===== src/hdl/hlpc_pkg.sv =====
// Shared types and constants for the hall lift position controller.
package hlpc_pkg;

  localparam int CFG_INDEX_WIDTH = 1;
  localparam int CFG_DATA_WIDTH  = 16;
  localparam int TARGET_WIDTH    = 15;
  localparam int LIMIT_WIDTH     = 16;

  localparam logic [CFG_INDEX_WIDTH-1:0] REG_STALL_LIMIT = 1'b0;
  localparam logic [CFG_INDEX_WIDTH-1:0] REG_HEIGHT_MAX  = 1'b1;

  localparam logic [LIMIT_WIDTH-1:0]  STALL_LIMIT_RESET = 16'd1000;
  localparam logic [TARGET_WIDTH-1:0] HEIGHT_MAX_RESET  = 15'd32767;

  localparam logic KIND_TICK  = 1'b0;
  localparam logic KIND_START = 1'b1;

  localparam logic [1:0] PHASE_DECIDE = 2'd3;

  typedef enum logic [3:0] {
    QUAD_A0B0 = 4'b0001,
    QUAD_A0B1 = 4'b0010,
    QUAD_A1B1 = 4'b0100,
    QUAD_A1B0 = 4'b1000
  } quad_t;

  typedef struct packed {
    logic [1:0] phase;
    logic [1:0] count_a;
    logic [1:0] count_b;
    quad_t      quad;
  } hall_state_t;

  typedef struct packed {
    logic running;
    logic direction_up;
    logic motor_on;
    logic arrived;
    logic stalled;
  } status_t;

endpackage


===== src/hdl/hlpc_cfg_regs.sv =====
// Configuration registers for the stall limit and the upper end position.
module hlpc_cfg_regs (
  input  logic                                clk,
  input  logic                                rst,
  input  logic                                cfg_valid,
  input  logic [hlpc_pkg::CFG_INDEX_WIDTH-1:0] cfg_index,
  input  logic [hlpc_pkg::CFG_DATA_WIDTH-1:0]  cfg_data,
  output logic [hlpc_pkg::LIMIT_WIDTH-1:0]     stall_limit,
  output logic [hlpc_pkg::TARGET_WIDTH-1:0]    height_max
);
  import hlpc_pkg::*;

  always_ff @(posedge clk) begin
    if (rst) begin
      stall_limit <= STALL_LIMIT_RESET;
      height_max  <= HEIGHT_MAX_RESET;
    end else if (cfg_valid) begin
      case (cfg_index)
        REG_STALL_LIMIT: stall_limit <= cfg_data[LIMIT_WIDTH-1:0];
        REG_HEIGHT_MAX:  height_max  <= cfg_data[TARGET_WIDTH-1:0];
        default: ;
      endcase
    end
  end

endmodule


===== src/hdl/hlpc_core.sv =====
// Next-state logic for one item: target compare, debounce, quadrature and stall check.
module hlpc_core #(
  parameter int POSITION_WIDTH    = 16,
  parameter int STALL_COUNT_WIDTH = 16
) (
  input  logic                                 kind,
  input  logic [hlpc_pkg::TARGET_WIDTH-1:0]    target_height,
  input  logic                                 hall_a,
  input  logic                                 hall_b,
  input  logic [hlpc_pkg::LIMIT_WIDTH-1:0]     stall_limit,
  input  logic [hlpc_pkg::TARGET_WIDTH-1:0]    height_max,
  input  logic [hlpc_pkg::TARGET_WIDTH-1:0]    target_cur,
  input  logic signed [POSITION_WIDTH-1:0]     position_cur,
  input  logic [STALL_COUNT_WIDTH-1:0]         idle_cur,
  input  hlpc_pkg::hall_state_t                hall_cur,
  input  hlpc_pkg::status_t                    status_cur,
  output logic [hlpc_pkg::TARGET_WIDTH-1:0]    target_next,
  output logic signed [POSITION_WIDTH-1:0]     position_next,
  output logic [STALL_COUNT_WIDTH-1:0]         idle_next,
  output hlpc_pkg::hall_state_t                hall_next,
  output hlpc_pkg::status_t                    status_next
);
  import hlpc_pkg::*;

  localparam int CMP_WIDTH = ((POSITION_WIDTH > TARGET_WIDTH) ? POSITION_WIDTH
                                                              : TARGET_WIDTH) + 1;
  localparam int LIM_CMP_WIDTH = (STALL_COUNT_WIDTH > LIMIT_WIDTH) ? STALL_COUNT_WIDTH
                                                                    : LIMIT_WIDTH;

  logic signed [CMP_WIDTH-1:0] pos_ext;
  logic signed [CMP_WIDTH-1:0] tgt_ext;
  logic                        sens_a;
  logic                        sens_b;
  logic                        step_up;
  logic                        step_down;
  logic [STALL_COUNT_WIDTH-1:0] idle_inc;
  logic                        stall_hit;

  assign pos_ext = CMP_WIDTH'(position_cur);
  assign tgt_ext = signed'(CMP_WIDTH'(target_cur));
  assign sens_a  = hall_cur.count_a[1];
  assign sens_b  = hall_cur.count_b[1];
  assign idle_inc = (idle_cur == '1) ? idle_cur : idle_cur + 1'b1;
  assign stall_hit = LIM_CMP_WIDTH'(idle_inc) >= LIM_CMP_WIDTH'(stall_limit);

  always_comb begin
    target_next   = target_cur;
    position_next = position_cur;
    idle_next     = idle_cur;
    hall_next     = hall_cur;
    status_next   = status_cur;
    status_next.arrived = 1'b0;
    status_next.stalled = 1'b0;
    step_up   = 1'b0;
    step_down = 1'b0;

    if (kind == KIND_START) begin
      target_next         = target_height;
      status_next.running = 1'b1;
    end else if (status_cur.running) begin
      if (tgt_ext > pos_ext) begin
        status_next.direction_up = 1'b1;
      end else if (tgt_ext < pos_ext) begin
        status_next.direction_up = 1'b0;
      end
      if (tgt_ext == pos_ext) begin
        status_next.running  = 1'b0;
        status_next.motor_on = 1'b0;
        status_next.arrived  = 1'b1;
      end else begin
        status_next.motor_on = 1'b1;
        if (hall_cur.phase != PHASE_DECIDE) begin
          hall_next.count_a = hall_cur.count_a + 2'(hall_a);
          hall_next.count_b = hall_cur.count_b + 2'(hall_b);
          hall_next.phase   = hall_cur.phase + 2'd1;
        end else begin
          hall_next.count_a = 2'd0;
          hall_next.count_b = 2'd0;
          hall_next.phase   = 2'd0;
          case (hall_cur.quad)
            QUAD_A0B0: begin
              if (sens_b) begin
                hall_next.quad = QUAD_A0B1;
                step_up        = 1'b1;
              end else if (sens_a) begin
                hall_next.quad = QUAD_A1B0;
              end
            end
            QUAD_A0B1: begin
              if (sens_a) begin
                hall_next.quad = QUAD_A1B1;
              end else if (!sens_b) begin
                hall_next.quad = QUAD_A0B0;
                step_down      = 1'b1;
              end
            end
            QUAD_A1B1: begin
              if (!sens_b) begin
                hall_next.quad = QUAD_A1B0;
              end else if (!sens_a) begin
                hall_next.quad = QUAD_A0B1;
              end
            end
            default: begin
              if (!sens_a) begin
                hall_next.quad = QUAD_A0B0;
              end else if (sens_b) begin
                hall_next.quad = QUAD_A1B1;
              end
            end
          endcase
          if (step_up) begin
            position_next = position_cur + 1'b1;
            idle_next     = '0;
          end else if (step_down) begin
            position_next = position_cur - 1'b1;
            idle_next     = '0;
          end else begin
            idle_next = idle_inc;
            if (stall_hit) begin
              status_next.running  = 1'b0;
              status_next.motor_on = 1'b0;
              status_next.stalled  = 1'b1;
              position_next = status_next.direction_up ? POSITION_WIDTH'(height_max)
                                                       : '0;
            end
          end
        end
      end
    end
  end

endmodule


===== src/hdl/hall_lift_position_controller.sv =====
// Top level of the hall lift position controller: item registers, state and result register.
// The block takes one item per clock cycle while in_stall is low. Each accepted item lands
// in an input register, its state update and result are formed by one pass of logic, and
// the result is written into the output register once the output side can advance. The
// input register keeps taking items while a finished result waits under stall; only when
// both registers are full does the input side stall. Configuration writes are always ready
// and take effect in the cycle after the write.
module hall_lift_position_controller #(
  parameter int POSITION_WIDTH    = 16,
  parameter int STALL_COUNT_WIDTH = 16
) (
  input  logic                                 clk,
  input  logic                                 rst,
  input  logic                                 in_valid,
  output logic                                 in_stall,
  input  logic                                 kind,
  input  logic [hlpc_pkg::TARGET_WIDTH-1:0]    target_height,
  input  logic                                 hall_a,
  input  logic                                 hall_b,
  output logic                                 out_valid,
  input  logic                                 out_stall,
  output logic signed [POSITION_WIDTH-1:0]     position,
  output logic                                 running,
  output logic                                 direction_up,
  output logic                                 motor_on,
  output logic                                 arrived,
  output logic                                 stalled,
  input  logic                                 cfg_valid,
  output logic                                 cfg_ready,
  input  logic [hlpc_pkg::CFG_INDEX_WIDTH-1:0] cfg_index,
  input  logic [hlpc_pkg::CFG_DATA_WIDTH-1:0]  cfg_data
);
  import hlpc_pkg::*;

  logic [LIMIT_WIDTH-1:0]       stall_limit;
  logic [TARGET_WIDTH-1:0]      height_max;

  logic                         in_full;
  logic                         in_kind;
  logic [TARGET_WIDTH-1:0]      in_target;
  logic                         in_a;
  logic                         in_b;

  logic [TARGET_WIDTH-1:0]      target_reg;
  logic signed [POSITION_WIDTH-1:0] position_reg;
  logic [STALL_COUNT_WIDTH-1:0] idle_rounds;
  hall_state_t                  hall_state;
  status_t                      status;

  logic [TARGET_WIDTH-1:0]      target_next;
  logic signed [POSITION_WIDTH-1:0] position_next;
  logic [STALL_COUNT_WIDTH-1:0] idle_next;
  hall_state_t                  hall_next;
  status_t                      status_next;

  logic                         advance;
  logic                         in_accept;

  assign cfg_ready = 1'b1;
  assign advance   = !out_valid || !out_stall;
  assign in_stall  = in_full && !advance;
  assign in_accept = in_valid && !in_stall;

  hlpc_cfg_regs u_cfg (
    .clk         (clk),
    .rst         (rst),
    .cfg_valid   (cfg_valid && cfg_ready),
    .cfg_index   (cfg_index),
    .cfg_data    (cfg_data),
    .stall_limit (stall_limit),
    .height_max  (height_max)
  );

  hlpc_core #(
    .POSITION_WIDTH    (POSITION_WIDTH),
    .STALL_COUNT_WIDTH (STALL_COUNT_WIDTH)
  ) u_core (
    .kind          (in_kind),
    .target_height (in_target),
    .hall_a        (in_a),
    .hall_b        (in_b),
    .stall_limit   (stall_limit),
    .height_max    (height_max),
    .target_cur    (target_reg),
    .position_cur  (position_reg),
    .idle_cur      (idle_rounds),
    .hall_cur      (hall_state),
    .status_cur    (status),
    .target_next   (target_next),
    .position_next (position_next),
    .idle_next     (idle_next),
    .hall_next     (hall_next),
    .status_next   (status_next)
  );

  always_ff @(posedge clk) begin
    if (in_accept) begin
      in_kind   <= kind;
      in_target <= target_height;
      in_a      <= hall_a;
      in_b      <= hall_b;
    end
    if (in_full && advance) begin
      position     <= position_next;
      running      <= status_next.running;
      direction_up <= status_next.direction_up;
      motor_on     <= status_next.motor_on;
      arrived      <= status_next.arrived;
      stalled      <= status_next.stalled;
    end
  end

  always_ff @(posedge clk) begin
    if (rst) begin
      in_full      <= 1'b0;
      out_valid    <= 1'b0;
      target_reg   <= '0;
      position_reg <= '0;
      idle_rounds  <= '0;
      hall_state   <= '{phase: 2'd0, count_a: 2'd0, count_b: 2'd0, quad: QUAD_A0B0};
      status       <= '0;
    end else begin
      if (in_accept) begin
        in_full <= 1'b1;
      end else if (advance) begin
        in_full <= 1'b0;
      end
      if (in_full && advance) begin
        out_valid    <= 1'b1;
        target_reg   <= target_next;
        position_reg <= position_next;
        idle_rounds  <= idle_next;
        hall_state   <= hall_next;
        status       <= status_next;
      end else if (advance) begin
        out_valid <= 1'b0;
      end
    end
  end

endmodule


===== config.mk =====
export PLATFORM = sky130hd
export DESIGN_NAME = hall_lift_position_controller
export DESIGN_NICKNAME = d
export VERILOG_FILES = /design/src/hdl/hlpc_pkg.sv /design/src/hdl/hlpc_cfg_regs.sv /design/src/hdl/hlpc_core.sv /design/src/hdl/hall_lift_position_controller.sv
export SDC_FILE = /design/constraint.sdc
export NUM_CORES = 1
export LEC_CHECK = 0
export ABC_CLOCK_PERIOD_IN_PS = 4700
export BUFFER_PORTS_ARGS = -buffer_cell sky130_fd_sc_hd__clkbuf_2
export CAP_MARGIN = 25
export CORE_MARGIN = 4
export CORE_UTILIZATION = 55
export CTS_BUF_LIST = sky130_fd_sc_hd__clkbuf_4 sky130_fd_sc_hd__clkbuf_8
export CTS_CLUSTER_SIZE = 20
export DETAILED_ROUTE_END_ITERATION = 6
export PLACE_DENSITY = 0.74
export SYNTH_ARGS = -nofsm -noshare
export SYNTH_HDL_FRONTEND = slang
export SYNTH_HIERARCHICAL = 1
export SYNTH_SLANG_ARGS = --single-unit

===== constraint.sdc =====
create_clock -name clk -period 4.7 [get_ports clk]
set_input_delay 0.705 -clock clk [delete_from_list [all_inputs] [get_ports clk]]
set_output_delay 0.705 -clock clk [all_outputs]
set_load 0.01 [all_outputs]

==> results.py, run 1 <==
metrics = {
    "final_layout": {
        "layout_commonest_cell": "nand2b_1",
        "final_core_util_pct": 59.65,
        "largest_reg_flops": 32,
        "drive_gt1_share_pct": 16.25,
        "diodes": 0,
        "final_cell_mix": "135 x nand2b_1, 93 x dfxtp_1, 67 x mux2i_1, 61 x clkbuf_2, 56 x nor2_1",
        "fin_area_um2": 9067,
        "area_delta_synth_final_pct": 6.448,
        "nNetsFinal": 1024,
    },
    "worst_setup_path": {
        "worstPathArrival_ns": 4.62,
        "worst_setup_path_end_kind": "register",
        "cpPeakStageDelay_ns": 0.49,
        "crit_fanout": 11,
        "startpoint_type": "register",
        "crit_type": "register to register",
        "cp.required_ns": 5.08,
        "slowest_stage": "o311ai_0",
        "crit_path_cell_trace": "and3_1 -> and4_1 -> nand4_1 -> and2_1 -> nand2_1 -> xnor2_1 -> ha_1 -> o21a_1 -> o211ai_1 -> a211oi_1 -> a211o_1 -> and2_1 -> nand2_1 -> o311ai_0 -> nand2b_1 -> mux2i_1",
    },
    "route": {
        "wirelength_um": 19380,
        "wl_per_cell_um": 16.88,
        "via_per_inst": 5.990,
        "drt-initial-drc-count": 739,
        "via_count": 6877,
        "drt.antenna.violating_nets": 0,
        "first_pass_iters": 6,
        "drc_errors": 0,
    },
    "clock_network": {
        "cts_sinks": 132,
        "htreeDepth": 4,
        "cts_root_buf": "clkbuf_8",
        "path_clk_slew_ns": 0.08,
        "cts_tree": "done",
        "worstSkewPairLatency_ns": 0.45,
        "cts_setup_buffers": 0,
        "cts_resized": 0,
        "cts_buffers": 17,
        "cts_hold_buffers": 0,
        "cts.path.max_buffers": 2,
    },
    "sta": {
        "setup_violations": 0,
        "finalHoldViolations": 0,
        "worst_pin_slew_ns": 1.043,
        "clock.fmax_ghz": 0.2360,
        "min_period_over_period_pct": 90.17,
        "finalWorstSetupSlack_ns": 0.4622,
        "grt_setup_unrepaired": "false",
        "fin_crit_ns": 4.238,
        "drv_slew": 0,
        "clock_skew_ns": 0.01159,
        "tns_ns": 0,
        "max_slew_margin_pct": 30.16,
    },
    "global_routing": {
        "grt_pass1_wl_um": 31960,
        "grt_usage_pct": 22.23,
        "grt_pass1_vias": 6276,
        "grt_overflow": 0,
        "antenna_found_initial": 0,
        "grt_max_degree": 129,
    },
    "floorplan": {
        "core_area_um2": 15200,
        "start_util_pct": 56.03,
        "dieWidth_um": 132.5,
        "rows": 45,
        "die_h_um": 132.5,
        "io_pins": 64,
        "die-area_um2": 17540,
    },
    "placement": {
        "place_congestion": 0.9652,
        "hpwlAfterDp_um": 13240,
        "detailedPlace.worstSlack_ns": 0.5736,
        "placed_cell_area_um2": 8695,
        "io_buffers": 62,
    },
    "pwr": {
        "total_power_mw": 2.366,
        "ir_worst_vdd_mv": 0.2108,
        "total_leakage_power_nw": 3.435,
        "power.density_nw_per_um2": 260.9,
    },
    "run_status": {
        "status": "completed",
    },
    "flow_run": {
        "cap_violations": 0,
    },
    "logic_synthesis": {
        "syn_nets": 998,
        "synthCells": 921,
        "syn_area_per_cell_um2": 9.249,
        "yosysWarnings": 6,
        "syn_area_um2": 8518,
    },
    "worst_hold_path": {
        "hold_path_class": "primary input to register",
    },
}
-- cell type report --
cell class              instances  area (um2)
clock buffers                  20       269.0
clock inverters                12       103.9
fillers                      1370        6135
inverters                      37       138.9
multi-input cells             687        4887
flip-flops and latches        132        3033
well taps                     188       235.2
repair buffers                 72       400.4
-- power breakdown --
| part | internal, mW | switching (mW) | leakage (nW) |
|---|---|---|---|
| combinational | 0.103 | 0.119 | 2.11 |
| sequential | 1.21 | 0.0231 | 1.13 |
| clock | 0.451 | 0.460 | 0.193 |
| total | 1.76 | 0.603 | 3.43 |
-- routing by layer --
layer / track usage (%) / vias up / routed length, um / share of wire, %
met5: 0 / - / 0 / 0
met4: 5.889 / 0 / 257 / 1.3
met3: 5.551 / 27 / 1208 / 6.2
met2: 33.64 / 256 / 8657 / 45
met1: 31.86 / 3212 / 9256 / 48
li1: - / 3382 / - / -
-- per-stage QoR --
stage	instances	hold slack, ns
global placement	1116	0.4406
detailed placement	1116	0.4470
global route	1148	0.3737
finish	1148	0.4268
floorplan	921	0.4287
CTS	1148	0.3903
-- final timing paths --
check                           slack [ns]             endpoint  cells past startpoint           startpoint
worst min register to register        0.47  u_cfg/height_max[1]                      1  u_cfg/height_max[1]
worst max register to register        0.46      position_reg[1]                     16       idle_rounds[4]
worst min-delay path                  0.43         in_target[5]                      1     target_height[5]
worst max-delay path                  0.46      position_reg[1]                     16       idle_rounds[4]
-- critical path, delay by kind of cell (launching register included) --
kind	cells	cell delay (ns)
adders and majority gates	1	0.30
and+or+nand+nor	8	2.02
muxes	1	0.13
xor gates and xnor gates	1	0.07
DFF	1	0.48
AOI/OAI and AO/OA	5	1.18
No activity file was read; power rests on OpenSTA's default activity.
==> run 2, diff against run 1 <==
Settings changed: PLACE_DENSITY 0.74 to default, PLACE_DENSITY_LB_ADDON from default to 0.25.
==> results.py, run 2 (same netlist as run 1, synthesis figures left out) <==
metrics = {
    "clock_network": {
        "cts.path.max_buffers": 2,
        "cts_root_buf": "clkbuf_8",
        "htreeDepth": 4,
        "cts_sinks": 132,
        "cts_tree": "done",
        "cts_hold_buffers": 0,
        "path_clk_slew_ns": 0.08,
        "cts_buffers": 17,
        "worstSkewPairLatency_ns": 0.45,
    },
    "pwr": {
        "ir_worst_vdd_mv": 0.3014,
        "power.density_nw_per_um2": 266.3,
        "netSwitchingPower_mw": 0.6071,
        "internal-power_mw": 1.819,
        "switching_share_pct": 25.03,
        "clockPowerShare_pct": 40.0,
        "seqPwrFrac_pct": 50.8,
        "total_leakage_power_nw": 3.452,
        "comb_power_share_pct": 9.2,
    },
    "final_layout": {
        "diodes": 0,
        "multi_input_area_um2": 4890,
        "final_core_util_pct": 59.93,
        "fin_area_um2": 9110,
        "nNetsFinal": 1025,
        "layout_commonest_cell": "nand2b_1",
        "layout.filler_cells": 1316,
        "final_cell_mix": "135 x nand2b_1, 93 x dfxtp_1, 67 x mux2i_1, 61 x clkbuf_2, 55 x nor2_1",
        "drive_gt1_share_pct": 16.34,
        "area_delta_synth_final_pct": 6.948,
        "seq_area_um2": 3033,
        "stdcell_count": 1149,
        "largest_reg_flops": 32,
    },
    "worst_setup_path": {
        "worst_setup_path_end_kind": "register",
        "crit_type": "register to register",
        "critPathTopFamily": "simple AND/OR/NAND/NOR gates",
        "cpPeakStageDelay_ns": 0.49,
        "worstPathArrival_ns": 4.60,
        "startpoint_type": "register",
        "slowest_stage": "dfxtp_1",
        "crit_fanout": 13,
        "cp.required_ns": 5.08,
        "crit_path_frequent_cell": "a221oi_1",
        "worst-path-buf-inv": 1,
        "crit_path_cell_trace": "and3_1 -> and4_1 -> nand4_1 -> and2_1 -> nand2_1 -> xnor2_1 -> ha_1 -> o21a_1 -> o211ai_1 -> a211oi_1 -> a211o_1 -> buf_4 -> nor2_2 -> a221oi_1 -> a221oi_1 -> nand2b_1 -> mux2i_1",
    },
    "sta": {
        "fin_crit_ns": 4.215,
        "clock_skew_ns": 0.01078,
        "worst_pin_slew_ns": 0.8712,
        "min_period_over_period_pct": 89.67,
        "drv_slew": 0,
        "tns_ns": 0,
        "finalWorstSetupSlack_ns": 0.4854,
        "max_slew_margin_pct": 41.92,
        "grt_setup_unrepaired": "false",
        "finalHoldViolations": 0,
        "setup_violations": 0,
        "clock.fmax_ghz": 0.2373,
    },
    "route": {
        "drt-initial-drc-count": 695,
        "via_count": 6934,
        "wirelength_um": 19460,
        "first_pass_iters": 6,
        "via_per_inst": 6.035,
        "drc_errors": 0,
        "wl_per_cell_um": 16.93,
        "drt.antenna.violating_nets": 0,
    },
    "global_routing": {
        "grt_pass1_vias": 6360,
        "grt_usage_pct": 22.27,
        "grt_overflow": 0,
        "grt_pass1_wl_um": 32130,
        "antenna_found_initial": 0,
        "grt_max_degree": 114,
    },
    "placement": {
        "place_congestion": 0.9691,
        "placedCellCount": 1116,
        "hpwlAfterDp_um": 13330,
        "detailedPlace.worstSlack_ns": 0.4930,
        "placed_cell_area_um2": 8695,
        "io_buffers": 62,
    },
    "floorplan": {
        "start_util_pct": 56.03,
        "io_pins": 64,
        "die_h_um": 132.5,
        "dieWidth_um": 132.5,
        "core_area_um2": 15200,
        "rows": 45,
        "die-area_um2": 17540,
    },
    "flow_run": {
        "cap_violations": 0,
    },
    "worst_hold_path": {
        "hold_path_class": "primary input to register",
    },
    "run_status": {
        "status": "completed",
    },
}
## run 2: routing by layer
layer	vias up	GRT usage (%)	routed length, um
li1	3382	-	-
met1	3233	31.18	9146
met2	276	33.24	8559
met3	43	6.198	1343
met4	0	7.564	406
met5	-	0	0
## run 2: final cells by class
| type | count | share of cell area, % |
|---|---|---|
| tap | 188 | 2.582 |
| clock buffer | 20 | 2.953 |
| sequential | 132 | 33.29 |
| timing repair buffer | 73 | 4.560 |
| clock inverter | 12 | 1.415 |
| inverter | 37 | 1.525 |
| multi-input combinational | 687 | 53.67 |
## run 2: final timing paths
kind,cells past startpoint,from,to,slack (ns)
setup / recovery,17,idle_rounds[4],position_reg[3],0.49
hold / removal,1,kind,in_kind,0.42
setup reg to reg,17,idle_rounds[4],position_reg[3],0.49
hold reg to reg,2,u_cfg/stall_limit[2],u_cfg/stall_limit[2],0.48
## run 2: stage by stage
step	hold WS [ns]	total power, mW
global route	0.3852	2.531
global placement	0.4422	1.477
detailed placement	0.4571	1.480
finish	0.4216	2.426
CTS	0.3911	2.452
floorplan	0.4287	1.432
## run 2: repair_timing
item                                    4_1_cts  5_1_grt
gates resized for setup                       0        1
endpoints found under the setup margin        0        1
endpoints found under the hold margin         0        0
setup buffers                                 0        0
## run 2: power by group through the flow
| stage | clock (mW) | combinational, mW | sequential, mW |
|---|---|---|---|
| 2_1_floorplan | 0 | 0.180 | 1.25 |
| 3_3_place_gp | 0 | 0.220 | 1.26 |
| 6_report | 0.969 | 0.224 | 1.23 |
| 4_1_cts | 0.996 | 0.224 | 1.23 |
| 5_1_grt | 1.05 | 0.248 | 1.24 |
| 3_5_place_dp | 0 | 0.222 | 1.26 |
